==> src/rtl/brt_pkg.sv <==
package brt_pkg;

  // Ticks per second of the relay timeout
  localparam int unsigned TICKS_PER_SEC = 1000;

  // Field and counter widths
  localparam int unsigned DUR_W    = 17;
  localparam int unsigned DEB_W    = 10;
  localparam int unsigned BLINK_W  = 16;
  localparam int unsigned RELAY_W  = 27;
  localparam int unsigned BCNT_W   = 17;
  localparam int unsigned CFG_IDX_W = 2;
  localparam int unsigned CFG_DAT_W = 17;

  // Register reset values
  localparam logic [DUR_W-1:0]   DUR_RST       = DUR_W'(60);
  localparam logic [DEB_W-1:0]   DEB_RST       = DEB_W'(100);
  localparam logic [BLINK_W-1:0] BLINK_ON_RST  = BLINK_W'(500);
  localparam logic [BLINK_W-1:0] BLINK_OFF_RST = BLINK_W'(500);
  localparam logic [RELAY_W-1:0] TIMEOUT_RST   = RELAY_W'(60 * TICKS_PER_SEC);

  // Configuration register indexes
  typedef enum logic [CFG_IDX_W-1:0] {
    CFG_DURATION  = 2'd0,
    CFG_DEBOUNCE  = 2'd1,
    CFG_BLINK_ON  = 2'd2,
    CFG_BLINK_OFF = 2'd3
  } cfg_idx_t;

  // LED drive mode
  typedef enum logic [1:0] {
    LED_OFF   = 2'd0,
    LED_ON    = 2'd1,
    LED_FLASH = 2'd2
  } led_mode_t;

  // One result word
  typedef struct packed {
    logic relay_on;
    logic led_lit;
    logic press_seen;
  } res_t;

endpackage

==> src/rtl/brt_core.sv <==
module brt_core
  import brt_pkg::*;
(
  input  logic                 clk,
  input  logic                 rst_n,
  input  logic                 cfg_we,
  input  logic [CFG_IDX_W-1:0] cfg_index,
  input  logic [CFG_DAT_W-1:0] cfg_wdata,
  input  logic                 tick,
  input  logic                 level,
  output res_t                 res
);

  // Configuration
  logic [RELAY_W-1:0] timeout_r;
  logic [DEB_W-1:0]   debounce_ms_r;
  logic [BLINK_W-1:0] blink_on_r;
  logic [BLINK_W-1:0] blink_off_r;

  // Tick state
  logic               last_level_r, last_level_nxt;
  logic               armed_r, armed_nxt;
  logic [DEB_W-1:0]   deb_r, deb_nxt;
  logic               relay_closed_r, relay_closed_nxt;
  logic [RELAY_W-1:0] relay_el_r, relay_el_nxt;
  led_mode_t          led_mode_r, led_mode_nxt;
  logic               led_val_r, led_val_nxt;
  logic [BCNT_W-1:0]  blink_r, blink_nxt;
  logic               press;

  // Saturating counters
  logic [DEB_W-1:0]   deb_inc;
  logic [RELAY_W-1:0] relay_inc;
  logic [BCNT_W-1:0]  blink_inc;

  assign deb_inc   = (&deb_r)      ? deb_r      : deb_r + 1'b1;
  assign relay_inc = (&relay_el_r) ? relay_el_r : relay_el_r + 1'b1;
  assign blink_inc = (&blink_r)    ? blink_r    : blink_r + 1'b1;

  // Config writes; the timeout product is registered at write time
  always_ff @(posedge clk) begin
    if (!rst_n) begin
      timeout_r     <= TIMEOUT_RST;
      debounce_ms_r <= DEB_RST;
      blink_on_r    <= BLINK_ON_RST;
      blink_off_r   <= BLINK_OFF_RST;
    end else if (cfg_we) begin
      case (cfg_idx_t'(cfg_index))
        CFG_DURATION:  timeout_r <= RELAY_W'(RELAY_W'(cfg_wdata[DUR_W-1:0]) *
                                            RELAY_W'(TICKS_PER_SEC));
        CFG_DEBOUNCE:  debounce_ms_r <= cfg_wdata[DEB_W-1:0];
        CFG_BLINK_ON:  blink_on_r    <= cfg_wdata[BLINK_W-1:0];
        CFG_BLINK_OFF: blink_off_r   <= cfg_wdata[BLINK_W-1:0];
        default: ;
      endcase
    end
  end

  // Debounce, press toggle and relay timeout
  always_comb begin
    logic               armed1;
    logic [DEB_W-1:0]   deb1;
    logic               closed1;
    logic [RELAY_W-1:0] rel1;
    led_mode_t          mode1;
    armed1 = armed_r;
    deb1   = deb_inc;
    if (level != last_level_r) begin
      deb1   = '0;
      armed1 = ~level;
    end
    last_level_nxt = level;
    press     = 1'b0;
    armed_nxt = armed1;
    deb_nxt   = deb1;
    if (deb1 > debounce_ms_r) begin
      deb_nxt = '0;
      if (!level && armed1) begin
        press     = 1'b1;
        armed_nxt = 1'b0;
      end
    end
    closed1 = relay_closed_r;
    rel1    = relay_inc;
    mode1   = led_mode_r;
    if (press) begin
      if (relay_closed_r) begin
        closed1 = 1'b0;
        mode1   = LED_FLASH;
      end else begin
        closed1 = 1'b1;
        mode1   = LED_ON;
        rel1    = '0;
      end
    end
    relay_el_nxt     = rel1;
    relay_closed_nxt = closed1;
    led_mode_nxt     = mode1;
    // an open relay always counts as expired
    if (!closed1 || rel1 >= timeout_r) begin
      relay_closed_nxt = 1'b0;
      led_mode_nxt     = LED_FLASH;
    end
  end

  // LED drive from the new mode
  always_comb begin
    led_val_nxt = led_val_r;
    blink_nxt   = blink_inc;
    case (led_mode_nxt)
      LED_ON: led_val_nxt = 1'b1;
      LED_FLASH: begin
        if (led_val_r && blink_inc > {1'b0, blink_on_r}) begin
          blink_nxt   = '0;
          led_val_nxt = 1'b0;
        end else if (!led_val_r && blink_inc > {1'b0, blink_off_r}) begin
          blink_nxt   = '0;
          led_val_nxt = 1'b1;
        end
      end
      default: led_val_nxt = 1'b0;
    endcase
  end

  assign res.relay_on   = relay_closed_nxt;
  assign res.led_lit    = led_val_nxt;
  assign res.press_seen = press;

  // State update once per accepted tick
  always_ff @(posedge clk) begin
    if (!rst_n) begin
      last_level_r   <= 1'b0;
      armed_r        <= 1'b0;
      deb_r          <= '0;
      relay_closed_r <= 1'b0;
      relay_el_r     <= '0;
      led_mode_r     <= LED_OFF;
      led_val_r      <= 1'b0;
      blink_r        <= '0;
    end else if (tick) begin
      last_level_r   <= last_level_nxt;
      armed_r        <= armed_nxt;
      deb_r          <= deb_nxt;
      relay_closed_r <= relay_closed_nxt;
      relay_el_r     <= relay_el_nxt;
      led_mode_r     <= led_mode_nxt;
      led_val_r      <= led_val_nxt;
      blink_r        <= blink_nxt;
    end
  end

`ifndef SYNTHESIS
  // a closed relay always shows the LED steady on
  a_closed_led_on: assert property (@(posedge clk) disable iff (!rst_n)
    relay_closed_r |-> led_mode_r == LED_ON)
    else $error("relay closed without steady LED");

  // after any tick an open relay means blink mode
  a_open_blink: assert property (@(posedge clk) disable iff (!rst_n)
    tick |=> (relay_closed_r || led_mode_r == LED_FLASH))
    else $error("open relay not blinking");

  // a counted press restarts the debounce count and disarms
  a_press_restart: assert property (@(posedge clk) disable iff (!rst_n)
    (tick && press) |=> (deb_r == '0 && !armed_r))
    else $error("press did not restart debounce");
`endif

endmodule

==> src/rtl/brt_outq.sv <==
module brt_outq
  import brt_pkg::*;
(
  input  logic clk,
  input  logic rst_n,
  input  logic push,
  input  res_t push_word,
  output logic full,
  output logic pop_valid,
  input  logic pop_stall,
  output res_t pop_word
);

  // Two-entry result queue so a tick is taken while a word waits
  res_t       mem_r [2];
  logic       wr_ptr_r, rd_ptr_r;
  logic [1:0] count_r;
  logic       pop;

  assign full      = count_r[1];
  assign pop_valid = (count_r != 2'd0);
  assign pop       = pop_valid && !pop_stall;
  assign pop_word  = mem_r[rd_ptr_r];

  always_ff @(posedge clk) begin
    if (push) begin
      mem_r[wr_ptr_r] <= push_word;
    end
  end

  always_ff @(posedge clk) begin
    if (!rst_n) begin
      wr_ptr_r <= 1'b0;
      rd_ptr_r <= 1'b0;
      count_r  <= 2'd0;
    end else begin
      if (push) wr_ptr_r <= ~wr_ptr_r;
      if (pop)  rd_ptr_r <= ~rd_ptr_r;
      case ({push, pop})
        2'b10:   count_r <= count_r + 2'd1;
        2'b01:   count_r <= count_r - 2'd1;
        default: count_r <= count_r;
      endcase
    end
  end

`ifndef SYNTHESIS
  // never pushed while full
  a_no_overflow: assert property (@(posedge clk) disable iff (!rst_n)
    full |-> !push)
    else $error("push into full queue");

  // occupancy stays within two words
  a_count_range: assert property (@(posedge clk) disable iff (!rst_n)
    count_r != 2'd3)
    else $error("queue count out of range");

  // pointers agree with occupancy when empty or full
  a_ptr_match: assert property (@(posedge clk) disable iff (!rst_n)
    (count_r == 2'd0 || count_r == 2'd2) |-> wr_ptr_r == rd_ptr_r)
    else $error("queue pointers out of step");
`endif

endmodule

==> src/rtl/button_toggled_relay_timer.sv <==
// Channel   Direction  Handshake           Word
// in_       input      in_valid/in_stall   in_button_level
// out_      output     out_valid/out_stall out_relay_on, out_led_lit, out_press_seen
// cfg_      input      cfg_we              cfg_index, cfg_wdata
//
// One tick is taken per cycle while in_stall is low; its result is ready in
// the output queue the next cycle, and one word leaves per cycle while out_stall is low.
// A two-word output queue lets a tick enter while a result waits; in_stall
// rises only when both words are held by out_stall.
// Synchronous active-low reset loads register defaults and clears all state but the queue's word storage.
module button_toggled_relay_timer
  import brt_pkg::*;
(
  input  logic                 clk,
  input  logic                 rst_n,
  input  logic                 in_valid,
  output logic                 in_stall,
  input  logic                 in_button_level,
  output logic                 out_valid,
  input  logic                 out_stall,
  output logic                 out_relay_on,
  output logic                 out_led_lit,
  output logic                 out_press_seen,
  input  logic                 cfg_we,
  input  logic [CFG_IDX_W-1:0] cfg_index,
  input  logic [CFG_DAT_W-1:0] cfg_wdata
);

  logic tick;
  logic full;
  res_t res;
  res_t q_word;

  assign in_stall = full;
  assign tick     = in_valid && !full;

  // tick logic and state
  brt_core u_core (
    .clk       (clk),
    .rst_n     (rst_n),
    .cfg_we    (cfg_we),
    .cfg_index (cfg_index),
    .cfg_wdata (cfg_wdata),
    .tick      (tick),
    .level     (in_button_level),
    .res       (res)
  );

  // result queue
  brt_outq u_outq (
    .clk       (clk),
    .rst_n     (rst_n),
    .push      (tick),
    .push_word (res),
    .full      (full),
    .pop_valid (out_valid),
    .pop_stall (out_stall),
    .pop_word  (q_word)
  );

  assign out_relay_on   = q_word.relay_on;
  assign out_led_lit    = q_word.led_lit;
  assign out_press_seen = q_word.press_seen;

endmodule
==> config.mk <==
export PLATFORM = sky130hd
export DESIGN_NAME = button_toggled_relay_timer
export DESIGN_NICKNAME = d
export VERILOG_FILES = /design/src/rtl/brt_pkg.sv /design/src/rtl/brt_core.sv /design/src/rtl/brt_outq.sv /design/src/rtl/button_toggled_relay_timer.sv
export SDC_FILE = /design/constraint.sdc
export NUM_CORES = 1
export LEC_CHECK = 0
export BUFFER_PORTS_ARGS = -buffer_cell sky130_fd_sc_hd__buf_2
export CORE_UTILIZATION = 50
export DETAILED_ROUTE_END_ITERATION = 7
export HOLD_SLACK_MARGIN = 0.05
export PLACE_DENSITY = 0.68
export SLEW_MARGIN = 20
export SYNTH_ARGS = -nofsm -noshare
export SYNTH_HDL_FRONTEND = slang
export SYNTH_HIERARCHICAL = 1
export SYNTH_SLANG_ARGS = --single-unit
==> constraint.sdc <==
create_clock -name clk -period 7 [get_ports clk]
set_input_delay 0.35 -clock clk [delete_from_list [all_inputs] [get_ports clk]]
set_output_delay 0.35 -clock clk [all_outputs]
set_load 0.05 [all_outputs]
==> flow_summary.json <==
{
  "r2r_start": "u_core/deb_r[0]$_SDFFE_PN0P_",
  "synthTopCellsByArea": "dfxtp_1 25%, ha_1 15%, fa_1 11%, nand2_1 5.3%, a21oi_1 5.0%",
  "vdd.ir_drop.worst_v": 0.000187,
  "fp-row-count": 53,
  "avgSynthCellArea_um2": 8.53,
  "placed_cells": 1513,
  "path_buf_inv": 1,
  "p_per_area_nw_per_um2": 277,
  "ys_seq_area_share_pct": 26.2,
  "cpPeakStageDelay_ns": 0.54,
  "core_area_um2": 21000,
  "fmax_ghz": 0.157,
  "hold_viol_final": 0,
  "synth_top_cell_by_area": "dfxtp_1",
  "worst-path-max-fanout": 16,
  "tritoncts": "built",
  "p_leak_nw": 4.97,
  "period_share_pct": 90.9,
  "yosys.area.top_type_share_pct": 24.5,
  "synthTopCellsByCount": "152 x nand2_1, 131 x dfxtp_1, 127 x ha_1",
  "crit_slowest_cell": "or4_1",
  "gr-total-overflow": 0,
  "fin_skew_ns": 0.00922,
  "synth_warnings": 6,
  "io_pins": 30,
  "worst_pin_slew_ns": 0.823,
  "h-tree-depth": 4,
  "r2r_end": "u_core/blink_r[10]$_SDFFE_PN0P_",
  "total_power_mw": 3.23,
  "gp_congestion": 0.870,
  "die_w_um": 148,
  "antenna_found_initial": 0,
  "cts_setup_buffers": 0,
  "status": "finished, final reports clean",
  "hold_path_class": "input pin to flip-flop",
  "drv_cap": 0,
  "ys_ff_latch": 137,
  "diodes": 0,
  "postRouteAntennaNets": 0,
  "syn_area_um2": 10700,
  "worstSkewPairLatency_ns": 0.43,
  "io_buffers": 29,
  "grt_usage_pct": 23.9,
  "setup_viol": 0,
  "ys_async_sr_fraction_pct": 0,
  "fin_setup_tns_ns": 0,
  "ys.flop_type": "dfxtp_1",
  "crit_start": "u_core/deb_r[0]$_SDFFE_PN0P_",
  "drive_gt1_share_pct": 7.95,
  "clockRootBuffer": "clkbuf_16",
  "endpoint": "u_core/blink_r[10]$_SDFFE_PN0P_",
  "area_delta_synth_final_pct": 9.00,
  "worst_setup_path_end_kind": "flip-flop",
  "arrival_ns": 6.69,
  "die_h_um": 148,
  "ys_types": 70,
  "clock_sinks": 137,
  "rsz0062_at_grt": "no",
  "first_pass_iters": 5,
  "synth_edf_count": 6,
  "timing.slew.headroom_pct": 44.9,
  "fin_crit_ns": 6.36,
  "drtIter0Drc": 587,
  "path_class": "flip-flop to flip-flop",
  "cp.depth": 27,
  "syn-num-nets": 1463,
  "wl_per_cell_um": 16.2,
  "final-max-slew-violation-count": 0,
  "critical-path-top-delay-family": "simple AND/OR/NAND/NOR gates",
  "drc": 0,
  "dieArea_um2": 22000,
  "numCtsBuffers": 17,
  "synth_cells": 1253,
  "wl_mm": 25.0,
  "r2r_setup_slack_ns": 0.64,
  "grt_max_degree": 55,
  "nets": 1467,
  "hpwl_mm": 18.4,
  "vias": 8861,
  "yosysMostFrequentCell": "nand2_1",
  "grt_pass1_wl_mm": 41.7,
  "clk_pin_slew_ns": 0.07,
  "grt_pass1_vias": 8299,
  "crit_top_cell": "ha_1",
  "initial_core_util_pct": 50.9,
  "final_cells": 1545,
  "required_ns": 7.32,
  "cts_buffer_depth": 2,
  "viasPerCell": 5.74,
  "r2r_cells": 27,
  "start_kind": "flip-flop"
}
worst min path at each step:
stage | endpoint | from | cells past startpoint
after floorplan | u_core/timeout_r[12]$_SDFFE_PN0P_ | u_core/timeout_r[12]$_SDFFE_PN0P_ | 2
after global placement | u_core/timeout_r[12]$_SDFFE_PN0P_ | u_core/timeout_r[12]$_SDFFE_PN0P_ | 2
after detailed placement | u_core/timeout_r[12]$_SDFFE_PN0P_ | u_core/timeout_r[12]$_SDFFE_PN0P_ | 2
after CTS | flip-flop | out_stall | 3
after global routing | u_outq/rd_ptr_r$_SDFFE_PN0P_ | out_stall | 3
final | flip-flop | out_stall | 3
metal layers:
layer	track usage (%)	part of all wire [%]	vias to the layer above
met1	34.8	51	4191
met5	0	0	-
li1	-	-	4426
met4	7.22	1.5	0
met3	3.50	4.3	23
met2	36.4	44	221
cell type report:
class / instances / area, µm²
Tap cell: 275 / 344
Sequential cell: 137 / 2800
Inverter: 112 / 420
Timing Repair Buffer: 38 / 213
Multi-Input combinational cell: 951 / 7280
Clock inverter: 15 / 169
Clock buffer: 17 / 425
Fill cell: 1902 / 9370
power by group:
group,switching [mW],internal (mW)
logic,0.856,0.580
registers,0.0375,0.846
clock network,0.401,0.510
total,1.29,1.94
registers in the layout (all words and copies together), names as in the netlist, 2 cells and up, named ones only:
signal and flops:
u_outq/count_r 2, u_core/relay_el_r 27, u_core/blink_r 17, u_core/blink_on_r 16, u_outq/mem_r 6, u_core/blink_off_r 16
u_core/debounce_ms_r 10, u_core/led_mode_r 2, u_core/timeout_r 24, u_core/deb_r 10
per-stage QoR:
step	utilization (%)	setup WS (ns)	hold slack, ns	cell area (µm²)
after global routing	55.4	0.0581	0.264	11700
after floorplan	-	0.845	0.432	10700
final	55.4	0.636	0.245	11700
after CTS	55.3	0.432	0.237	11600
after detailed placement	52.5	0.484	0.446	11000
after global placement	52.5	0.730	0.439	11000
worst register-to-register path, stage by stage, from the launching register on:
cell	delay [ns]
dfxtp_1	0.42
ha_1	0.24
nand4_1	0.15
or3_1	0.47
nor2b_1	0.20
xnor2_1	0.12
nor2_1	0.17
ha_1	0.27
nand4_1	0.11
nor3_1	0.08
a2111o_1	0.42
nor3_2	0.12
buf_4	0.22
a31oi_1	0.08
o21a_1	0.13
ha_1	0.29
nand4_1	0.12
or4_1	0.54
nor4_2	0.29
nand3_1	0.15
o211a_1	0.27
o21ai_2	0.26
a21o_1	0.12
ha_1	0.17
o31ai_1	0.09
a31oi_2	0.23
o31ai_4	0.23
a32o_1	0.31
placed cells by master (no fill, tap or decap), types with 8 or more instances in the layout:
master | netlist | layout
a21o_1 | 15 | 15
a21oi_1 | 107 | 107
a31oi_1 | 10 | 9
a32o_1 | 11 | 11
and3_1 | 11 | 11
buf_2 | 2 | 29
buf_4 | 3 | 9
clkbuf_16 | 0 | 17
dfxtp_1 | 131 | 131
fa_1 | 58 | 58
ha_1 | 127 | 127
inv_1 | 111 | 110
mux2i_1 | 12 | 12
nand2_1 | 152 | 152
nand3_1 | 45 | 45
nand4_1 | 32 | 32
nor2_1 | 78 | 77
nor2b_1 | 10 | 10
nor3_1 | 18 | 17
o211ai_1 | 25 | 25
o21a_1 | 8 | 8
o21ai_0 | 38 | 38
o31ai_1 | 9 | 9
or3_1 | 9 | 9
or4_1 | 12 | 12
xnor2_1 | 35 | 35
xor2_1 | 22 | 22
cells by family after synthesis:
family	share of synthesized area, %
adder cells (fa/ha/maj)	25.7
multiplexers	1.54
AND/OR/NAND/NOR	18.9
XOR/XNOR	4.67
buffers and inverters	6.07
flip-flops	26.2
AO/OA/AOI/OAI	16.8
timing repair:
item | 4_1_cts | 5_1_grt
resized for setup | 0 | 3
endpoints found under the setup margin | 0 | 18
hold buffers | 0 | 0
Note: power is estimated with default switching activity, not from simulation.
